## src/rtl/core/ft12_pkg.sv

```systemverilog
package ft12_pkg;

    // Frame delimiters.
    localparam logic [7:0] START_FIXED = 8'h10;
    localparam logic [7:0] START_VAR   = 8'h68;
    localparam logic [7:0] END_CHAR    = 8'h16;

    // Saturation point of the byte position counter.
    localparam logic [8:0] POS_MAX = 9'd511;

    // Error classes reported with a verdict.
    localparam logic [2:0] ERR_NONE       = 3'd0;
    localparam logic [2:0] ERR_BAD_START  = 3'd1;
    localparam logic [2:0] ERR_LEN_MATCH  = 3'd2;
    localparam logic [2:0] ERR_SEC_START  = 3'd3;
    localparam logic [2:0] ERR_END_CHAR   = 3'd4;
    localparam logic [2:0] ERR_CHECKSUM   = 3'd5;
    localparam logic [2:0] ERR_ADDRESS    = 3'd6;

    // Configuration register indexes.
    localparam logic CFG_ADDR_LEN = 1'b0;
    localparam logic CFG_STATION  = 1'b1;

    // Address length setting that selects a two-byte link address.
    localparam logic [1:0] ADDR_LEN_TWO = 2'd2;

    // One verdict for one frame.
    typedef struct packed {
        logic        frame_ok;
        logic [2:0]  error_kind;
        logic        variable_frame;
        logic [7:0]  control_field;
        logic [15:0] link_address;
    } t_result;

endpackage

```

## src/rtl/core/ft12_engine.sv

```systemverilog
module ft12_engine (
    input  logic              i_clk,
    input  logic              i_rst_n,
    input  logic              i_go,
    input  logic [7:0]        i_byte,
    input  logic              i_first,
    input  logic              i_wide_cfg,
    input  logic [15:0]       i_station,
    output logic              o_res_vld,
    output ft12_pkg::t_result o_res
);
    import ft12_pkg::*;

    logic [8:0]  r_pos;
    logic [7:0]  r_sum;
    logic [7:0]  r_len;
    logic        r_kind;
    logic [7:0]  r_ctrl;
    logic [15:0] r_addr;
    logic        r_hunt;
    logic        r_wide;
    logic        r_sum_bad;

    logic [8:0]  n_pos;
    logic [7:0]  n_sum;
    logic [7:0]  n_len;
    logic        n_kind;
    logic [7:0]  n_ctrl;
    logic [15:0] n_addr;
    logic        n_hunt;
    logic        n_wide;
    logic        n_sum_bad;

    logic [8:0]  e_pos;
    logic [7:0]  e_sum;
    logic [7:0]  e_len;
    logic        e_kind;
    logic [7:0]  e_ctrl;
    logic [15:0] e_addr;
    logic        e_hunt;
    logic        e_sum_bad;
    logic [8:0]  cs_pos;
    logic [8:0]  user_end;
    logic [7:0]  sum_add;
    logic        give;
    logic [2:0]  err;

    // A start flag clears the frame state before the byte is looked at.
    always_comb begin
        e_pos     = i_first ? 9'd0  : r_pos;
        e_sum     = i_first ? 8'd0  : r_sum;
        e_len     = i_first ? 8'd0  : r_len;
        e_kind    = i_first ? 1'b0  : r_kind;
        e_ctrl    = i_first ? 8'd0  : r_ctrl;
        e_addr    = i_first ? 16'd0 : r_addr;
        e_hunt    = i_first ? 1'b0  : r_hunt;
        e_sum_bad = i_first ? 1'b0  : r_sum_bad;
    end

    assign cs_pos   = r_wide ? 9'd4 : 9'd3;
    assign user_end = {1'b0, e_len} + 9'd3;
    assign sum_add  = e_sum + i_byte;

    // Frame decoder: one byte per call, verdict as soon as it is decided.
    always_comb begin
        n_pos     = e_pos;
        n_sum     = e_sum;
        n_len     = e_len;
        n_kind    = e_kind;
        n_ctrl    = e_ctrl;
        n_addr    = e_addr;
        n_hunt    = e_hunt;
        n_wide    = r_wide;
        n_sum_bad = e_sum_bad;
        give      = 1'b0;
        err       = ERR_NONE;

        if (!e_hunt) begin
            if (e_pos != POS_MAX) begin
                n_pos = e_pos + 9'd1;
            end

            if (e_pos == 9'd0) begin
                // Start byte: latch the address width and the frame kind.
                n_wide = i_wide_cfg;
                if (i_byte == START_FIXED) begin
                    n_kind = 1'b0;
                end else if (i_byte == START_VAR) begin
                    n_kind = 1'b1;
                end else begin
                    n_kind = 1'b0;
                    give   = 1'b1;
                    err    = ERR_BAD_START;
                end
            end else if (!e_kind) begin
                // Fixed-length frame.
                if (e_pos == 9'd1) begin
                    n_ctrl = i_byte;
                end else if (e_pos == 9'd2) begin
                    n_addr = {8'd0, i_byte};
                end else if (e_pos == 9'd3 && r_wide) begin
                    n_addr = {i_byte, e_addr[7:0]};
                end
                if (e_pos < cs_pos) begin
                    n_sum = sum_add;
                end else if (e_pos == cs_pos) begin
                    n_sum_bad = (i_byte != e_sum);
                end else begin
                    give = 1'b1;
                    if (i_byte != END_CHAR) begin
                        err = ERR_END_CHAR;
                    end else if (e_addr != i_station) begin
                        err = ERR_ADDRESS;
                    end else if (e_sum_bad) begin
                        err = ERR_CHECKSUM;
                    end
                end
            end else begin
                // Variable-length frame.
                if (e_pos == 9'd1) begin
                    n_len = i_byte;
                end else if (e_pos == 9'd2) begin
                    if (i_byte != e_len) begin
                        give = 1'b1;
                        err  = ERR_LEN_MATCH;
                    end
                end else if (e_pos == 9'd3) begin
                    if (i_byte != START_VAR) begin
                        give = 1'b1;
                        err  = ERR_SEC_START;
                    end
                end else if (e_pos <= user_end) begin
                    n_sum = sum_add;
                    if (e_pos == 9'd4) begin
                        n_ctrl = i_byte;
                    end else if (e_pos == 9'd5) begin
                        n_addr = {8'd0, i_byte};
                    end else if (e_pos == 9'd6 && r_wide) begin
                        n_addr = {i_byte, e_addr[7:0]};
                    end
                end else if (e_pos == user_end + 9'd1) begin
                    n_sum_bad = (i_byte != e_sum);
                end else begin
                    give = 1'b1;
                    if (i_byte != END_CHAR) begin
                        err = ERR_END_CHAR;
                    end else if (e_sum_bad) begin
                        err = ERR_CHECKSUM;
                    end else if (e_addr != i_station) begin
                        err = ERR_ADDRESS;
                    end
                end
            end

            if (give) begin
                n_hunt = 1'b1;
            end
        end
    end

    // Verdict fields come from the state as updated by this byte.
    assign o_res_vld            = i_go && give;
    assign o_res.frame_ok       = (err == ERR_NONE);
    assign o_res.error_kind     = err;
    assign o_res.variable_frame = n_kind;
    assign o_res.control_field  = n_ctrl;
    assign o_res.link_address   = n_addr;

    // Frame state registers.
    always_ff @(posedge i_clk) begin
        if (!i_rst_n) begin
            r_pos     <= 9'd0;
            r_sum     <= 8'd0;
            r_len     <= 8'd0;
            r_kind    <= 1'b0;
            r_ctrl    <= 8'd0;
            r_addr    <= 16'd0;
            r_hunt    <= 1'b1;
            r_wide    <= 1'b0;
            r_sum_bad <= 1'b0;
        end else if (i_go) begin
            r_pos     <= n_pos;
            r_sum     <= n_sum;
            r_len     <= n_len;
            r_kind    <= n_kind;
            r_ctrl    <= n_ctrl;
            r_addr    <= n_addr;
            r_hunt    <= n_hunt;
            r_wide    <= n_wide;
            r_sum_bad <= n_sum_bad;
        end
    end

`ifndef SYNTHESIS
    // A verdict always ends the frame.
    a_verdict_ends_frame: assert property (@(posedge i_clk) disable iff (!i_rst_n)
        o_res_vld |=> r_hunt)
        else $error("frame still open after a verdict");

    // While hunting, a byte without a start flag gives no verdict.
    a_hunt_silent: assert property (@(posedge i_clk) disable iff (!i_rst_n)
        (r_hunt && !i_first) |-> !give)
        else $error("verdict while waiting for a start flag");

    // A byte processed while hunting without a start flag leaves the position alone.
    a_hunt_holds_pos: assert property (@(posedge i_clk) disable iff (!i_rst_n)
        (i_go && r_hunt && !i_first) |=> $stable(r_pos))
        else $error("position moved while hunting");
`endif

endmodule

```

## config.mk

```make
export PLATFORM = sky130hd
export DESIGN_NAME = ft12_engine
export DESIGN_NICKNAME = d
export VERILOG_FILES = /design/src/rtl/core/ft12_pkg.sv /design/src/rtl/core/ft12_engine.sv
export SDC_FILE = /design/constraint.sdc
export NUM_CORES = 1
export LEC_CHECK = 0
export CAP_MARGIN = 30
export CELL_PAD_IN_SITES_DETAIL_PLACEMENT = 1
export CELL_PAD_IN_SITES_GLOBAL_PLACEMENT = 1
export CORE_ASPECT_RATIO = 0.7
export CORE_MARGIN = 2
export CORE_UTILIZATION = 42
export DETAILED_ROUTE_END_ITERATION = 12
export DONT_BUFFER_PORTS = 1
export PLACE_DENSITY = 0.85
export SYNTH_ARGS = -nofsm -noshare
export SYNTH_HDL_FRONTEND = slang
export SYNTH_SLANG_ARGS = --single-unit
```

## constraint.sdc

```tcl
create_clock -name i_clk -period 9.4 [get_ports i_clk]
set_clock_uncertainty 0.1 [all_clocks]
set_input_delay 1.88 -clock i_clk [delete_from_list [all_inputs] [get_ports i_clk]]
set_output_delay 1.88 -clock i_clk [all_outputs]
set_load 0.02 [all_outputs]
```

# After elaboration in Yosys (flattened, before gate mapping)
# Cells that the tools add are included.
# totals
inputBits	29
output_inout_bits	30
regBits	53
elab_cells	134
# classes
reduce_logical	6
n_mux	96
addsub	4
magnitude_cmp	2
n_eq_ne	16
bitwise_logic	1
# op_table
op	n
two-way mux 16 bit	14
two-way mux 8 bit	24
two-way mux 3 bit	17
two-way mux 1 bit	36
== test 9 x 3 -> 1 bit, second input constant	3
two-way mux 9 bit	3
adder 9 x 1 -> 9 bit, second input constant	2
== test 9 x 2 -> 1 bit, second input constant	2
!= test 16 bit	1
!= test 8 bit	2
adder 8 x 2 -> 9 bit, second input constant	1
== test 9 x 1 -> 1 bit, second input constant	1
== test 9 x 3 -> 1 bit	1
== test 9 bit	1
less-or-equal comparator 9 bit	1
logical NOT 9 bit	1
less-than comparator 9 x 3 -> 1 bit	1
!= test 9 bit, second input constant	1
adder 8 bit	1
== test 8 x 5 -> 1 bit, second input constant	1
== test 8 x 7 -> 1 bit, second input constant	1
!= test 8 x 5 -> 1 bit, second input constant	1
!= test 8 x 7 -> 1 bit, second input constant	1
two-way mux 2 bit	2
other kinds (4)	6

# Logic depth before layout (Yosys ltp)
# logic_depth
word_depth	14
depth_mapped	19
depth_no_buf	16

# Worst setup path after synthesis
# Ideal clock, no wire load.
# synth_timing
path_kind	input to output
from	input port i_first
to	output port o_res[12] (netlist bit)
t_arrival_ns	6.041
stages	18
t_required_ns	7.420
path_buffers	3
slack_ns	1.379
path_cell_list	buf_4 -> inv_2 -> clkbuf_1 -> nand2_1 -> ha_1 -> buf_2 -> nor3_1 -> xnor2_1 -> or2_2 -> ha_1 -> a211o_1 -> o221ai_1 -> a21oi_1 -> o31ai_4 -> nand4_1 -> o31ai_2 -> nand2_1 -> a221oi_1
# synth_lines
item	line_no	text
from (decl)	ft12_engine.sv:6	input logic i_first,
to (decl)	ft12_engine.sv:10	output ft12_pkg::t_result o_res

==> results.md <==
* Max stage delay cell, worst path: a221oi_1
* IO Port Bufs at 0
* Vias after detailed routing at between 5000 and 6000
* Post-CTS clock slew at the launch and capture registers of the worst setup and hold paths at 0.08 ns
* Count of final hold-check violations at 0
* Class of the tightest hold or removal check: flip-flop to flip-flop
* Setup Buffers After CTS at 0
* Share of final-layout standard cells stronger than drive strength 1 at 0.0628
* First-pass iteration count of the detailed router at 5
* Die span in x at 137 µm
* Actual slew at the worst max-slew pin at between 0.9 and 1 ns
* Area occupied by multi-input gates at 0.00384 mm²
* Lkg Pwr at 1.74 nW
* Critical Path RT at 7.42 ns
* Initial cell density of the core at 0.437
* Clock latency on the worst-skew pair at 0.31 ns
* Die ar. at 0.0133 mm²
* Start-to-end type of the worst setup path: input port to primary output
* CTS H-tree depth at 2
* Top_reg_cell synth: dfxtp_1
* Number of vias per cell at 6.94
* Synthesis-to-layout area growth at 2.89%
* Post-route core utilization at 0.450
* Kind of end point of the critical path: primary output
* Cell row count at 33
* Final setup TNS at 0 ns
* Synthesized-area fraction occupied by ao, oa, aoi and oai cells at 0.299
* I/O pins at 59
* First-pass GRT wire length at 31.7 mm
* Remaining DRCs at 0
* Multiplexer area fraction after synthesis at 0.0214
* Xor and xnor area share after synthesis at 0.0609
* First DRT Iteration DRCs at 577
* Worst Path Buf+Inv at 1
* Count of flip-flops with a built-in enable after synthesis at 0
* Overall Global Routing Usage at 0.300
* Netlist cell types at 86
* Total number of nets in the final design at between 700 and 800
* Sequential share of the synthesized area at 0.204
* GR Overflow Total at 0
* Post-Route WL at ~20 mm
* Filler Cells Inserted at 1498
* Post-synth top area share at 0.204
* Worst setup SP type: input port
* Initial antenna violation count at 0
* # resized after CTS at 0
* Synth Area per Inst at 7.34 µm²
* Core footprint at 0.0119 mm²
* Most numerous cell types in the synthesized netlist: nor2_1 (90), nand2_1 (75), dfxtp_1 (53), a21oi_1 (40), clkbuf_1 (31)
* Data arrival time of the worst path at 6.59 ns
* Minimum period implied by the final worst setup slack at 8.57 ns
* Die height at about 97 µm
* Number of global-route vias before repair at around 5700
* Most common cell on crit path: ha_1
* Yosys top cell by area: dfxtp_1
* Crit-path max FO at 74
* Clock buffers created by TritonCTS at 5
* Crit path max-delay family: compound AO/OA/AOI/OAI gates
* Largest net degree at the start of global routing at 75
* Synthesized Nets at 762
* Part of the cycle the worst path needs at 0.912
* Synth Cell Area at ~0.0052 mm²
* Setup repair after global routing missed its margin: no
* Ordered list of cells on the worst path: inv_2, nand2_1, ha_1, nor3_1, xnor2_1, or2_2, ha_1, a211o_1, o221ai_1, a21oi_1, o31ai_4, nand4_1, o31ai_2, a31oi_1, a221oi_1
* TritonCTS clock tree: yes
* Area taken by flip-flops and latches at 0.00106 mm²
* Pwr Density at 94.6 mW/mm²
* Final weighted congestion in routability-driven placement at 0.953
* Share of flip-flops with an asynchronous set or reset after synthesis at 0
* Synth Area in Simple Gates at 0.297
* CTS Hold Buffers Added at 0
* Number of diodes added for antenna fixing at 0
* Per-cell routed wire length at 24.1 µm
* Dominant combinational cell family by area after synthesis: compound AO/OA/AOI/OAI gates
* Run status: finished, final reports clean
* Leading post-synthesis cells by cell area: dfxtp_1 (20%), nor2_1 (6.5%), ha_1 (5.8%)
* Clock sink count at 53
* Antenna-violating nets left at 0
* Synth Register Bits at 53
* Instance count of the mapped netlist at 708
* Post-DP HPWL at 14.4 mm
* Count of pins over their slew limit at 0
* Arithmetic-cell share of the synthesized area counting full adders, half adders and majority gates at 0.0616
* Maximum clock frequency at approximately 0.12 GHz
* Root buf cell: clkbuf_16
* Most used standard cell by instance count after synthesis: nor2_1
* Peak VDD IR at 0.0752 mV
* Largest stage delay on the critical path at 0.68 ns
* Maximum root-to-sink buffer count at 2
* Endpoints failing setup at 0
* Worst slew margin at 0.347
* Yosys synthesis warning count at 0
* Maximum capacitance violations at 0
## layout by cell type, fill, tap and decap left out, types with 10 or more instances in the layout
cell type / instances
a21oi_1: 40
inv_1: 20
nand4_1: 16
dfxtp_1: 53
nor2b_1: 27
a22o_1: 17
o21ai_0: 30
a31oi_1: 21
nand3_1: 19
a22oi_1: 15
o32ai_1: 12
nand2_1: 75
mux2i_1: 10
o22ai_1: 16
xnor2_1: 27
nor2_1: 90
nor3_1: 13
nor4bb_1: 12
ha_1: 24
## cells by family after synthesis
logic type               count (synthesis)
AO/OA/AOI/OAI                          216
XOR/XNOR                                33
adder cells (fa/ha/maj)                 25
buffers and inverters                   70
flip-flops                              53
multiplexers                            11
AND/OR/NAND/NOR                        300
## stage by stage
step           hold slack, ns  setup slack [ns]  power, mW  cell area, µm²  instances
2_1_floorplan           0.332              1.38      0.297            5200        708
3_3_place_gp            0.340              1.21      0.299            5190        818
3_5_place_dp            0.362             0.917      0.303            5190        818
4_1_cts                 0.376             0.911      0.502            5350        826
5_1_grt                 0.401             0.568      0.521            5350        826
6_report                0.376             0.830      0.506            5350        826
## power breakdown
group	leakage (nW)	switching [mW]	internal (mW)
clock	0.0763	0.103	0.103
sequential	0.428	0.00297	0.227
combinational	1.24	0.0475	0.0233
## flip-flops by register name (all words and copies together) (netlist names)
register / flops
r_sum: 8
r_wide: 1
r_addr: 16
r_pos: 9
r_kind: 1
r_len: 8
r_hunt: 1
r_sum_bad: 1
r_ctrl: 8
## worst paths after layout
kind	start	to	slack, ns	depth (start not counted)
worst max-delay path	i_first	o_res[14]	0.83	15
worst min-delay path	r_ctrl[4]	r_ctrl[4]	0.38	2
worst min register to register	r_ctrl[4]	r_ctrl[4]	0.38	2
worst max register to register	r_len[1]	r_ctrl[1]	4.32	15
## final cells by class
type | count | share of cell area
clock buffers | 5 | 0.0234
clock inverters | 3 | 0.00538
inverters | 21 | 0.0147
multi-input cells | 585 | 0.719
flip-flops and latches | 53 | 0.198
well taps | 157 | 0.0367
repair buffers | 2 | 0.00281
## metal layers
metal / up-vias / wire, µm / GRT usage / share of wire
met2: 283 / 8520 / 0.440 / 0.43
met4: 0 / 317 / 0.0626 / 0.016
met3: 36 / 1810 / 0.0694 / 0.091
met1: 2878 / 9250 / 0.444 / 0.46
met5: - / 0 / 0 / 0
li1: 2537 / - / - / -
## worst min-delay path, stage by stage, from the launching register on
cell	delay (ns)
dfxtp_1	0.32
nand2_1	0.05
o22ai_1	0.06
Power figures use the tool's default switching activity.
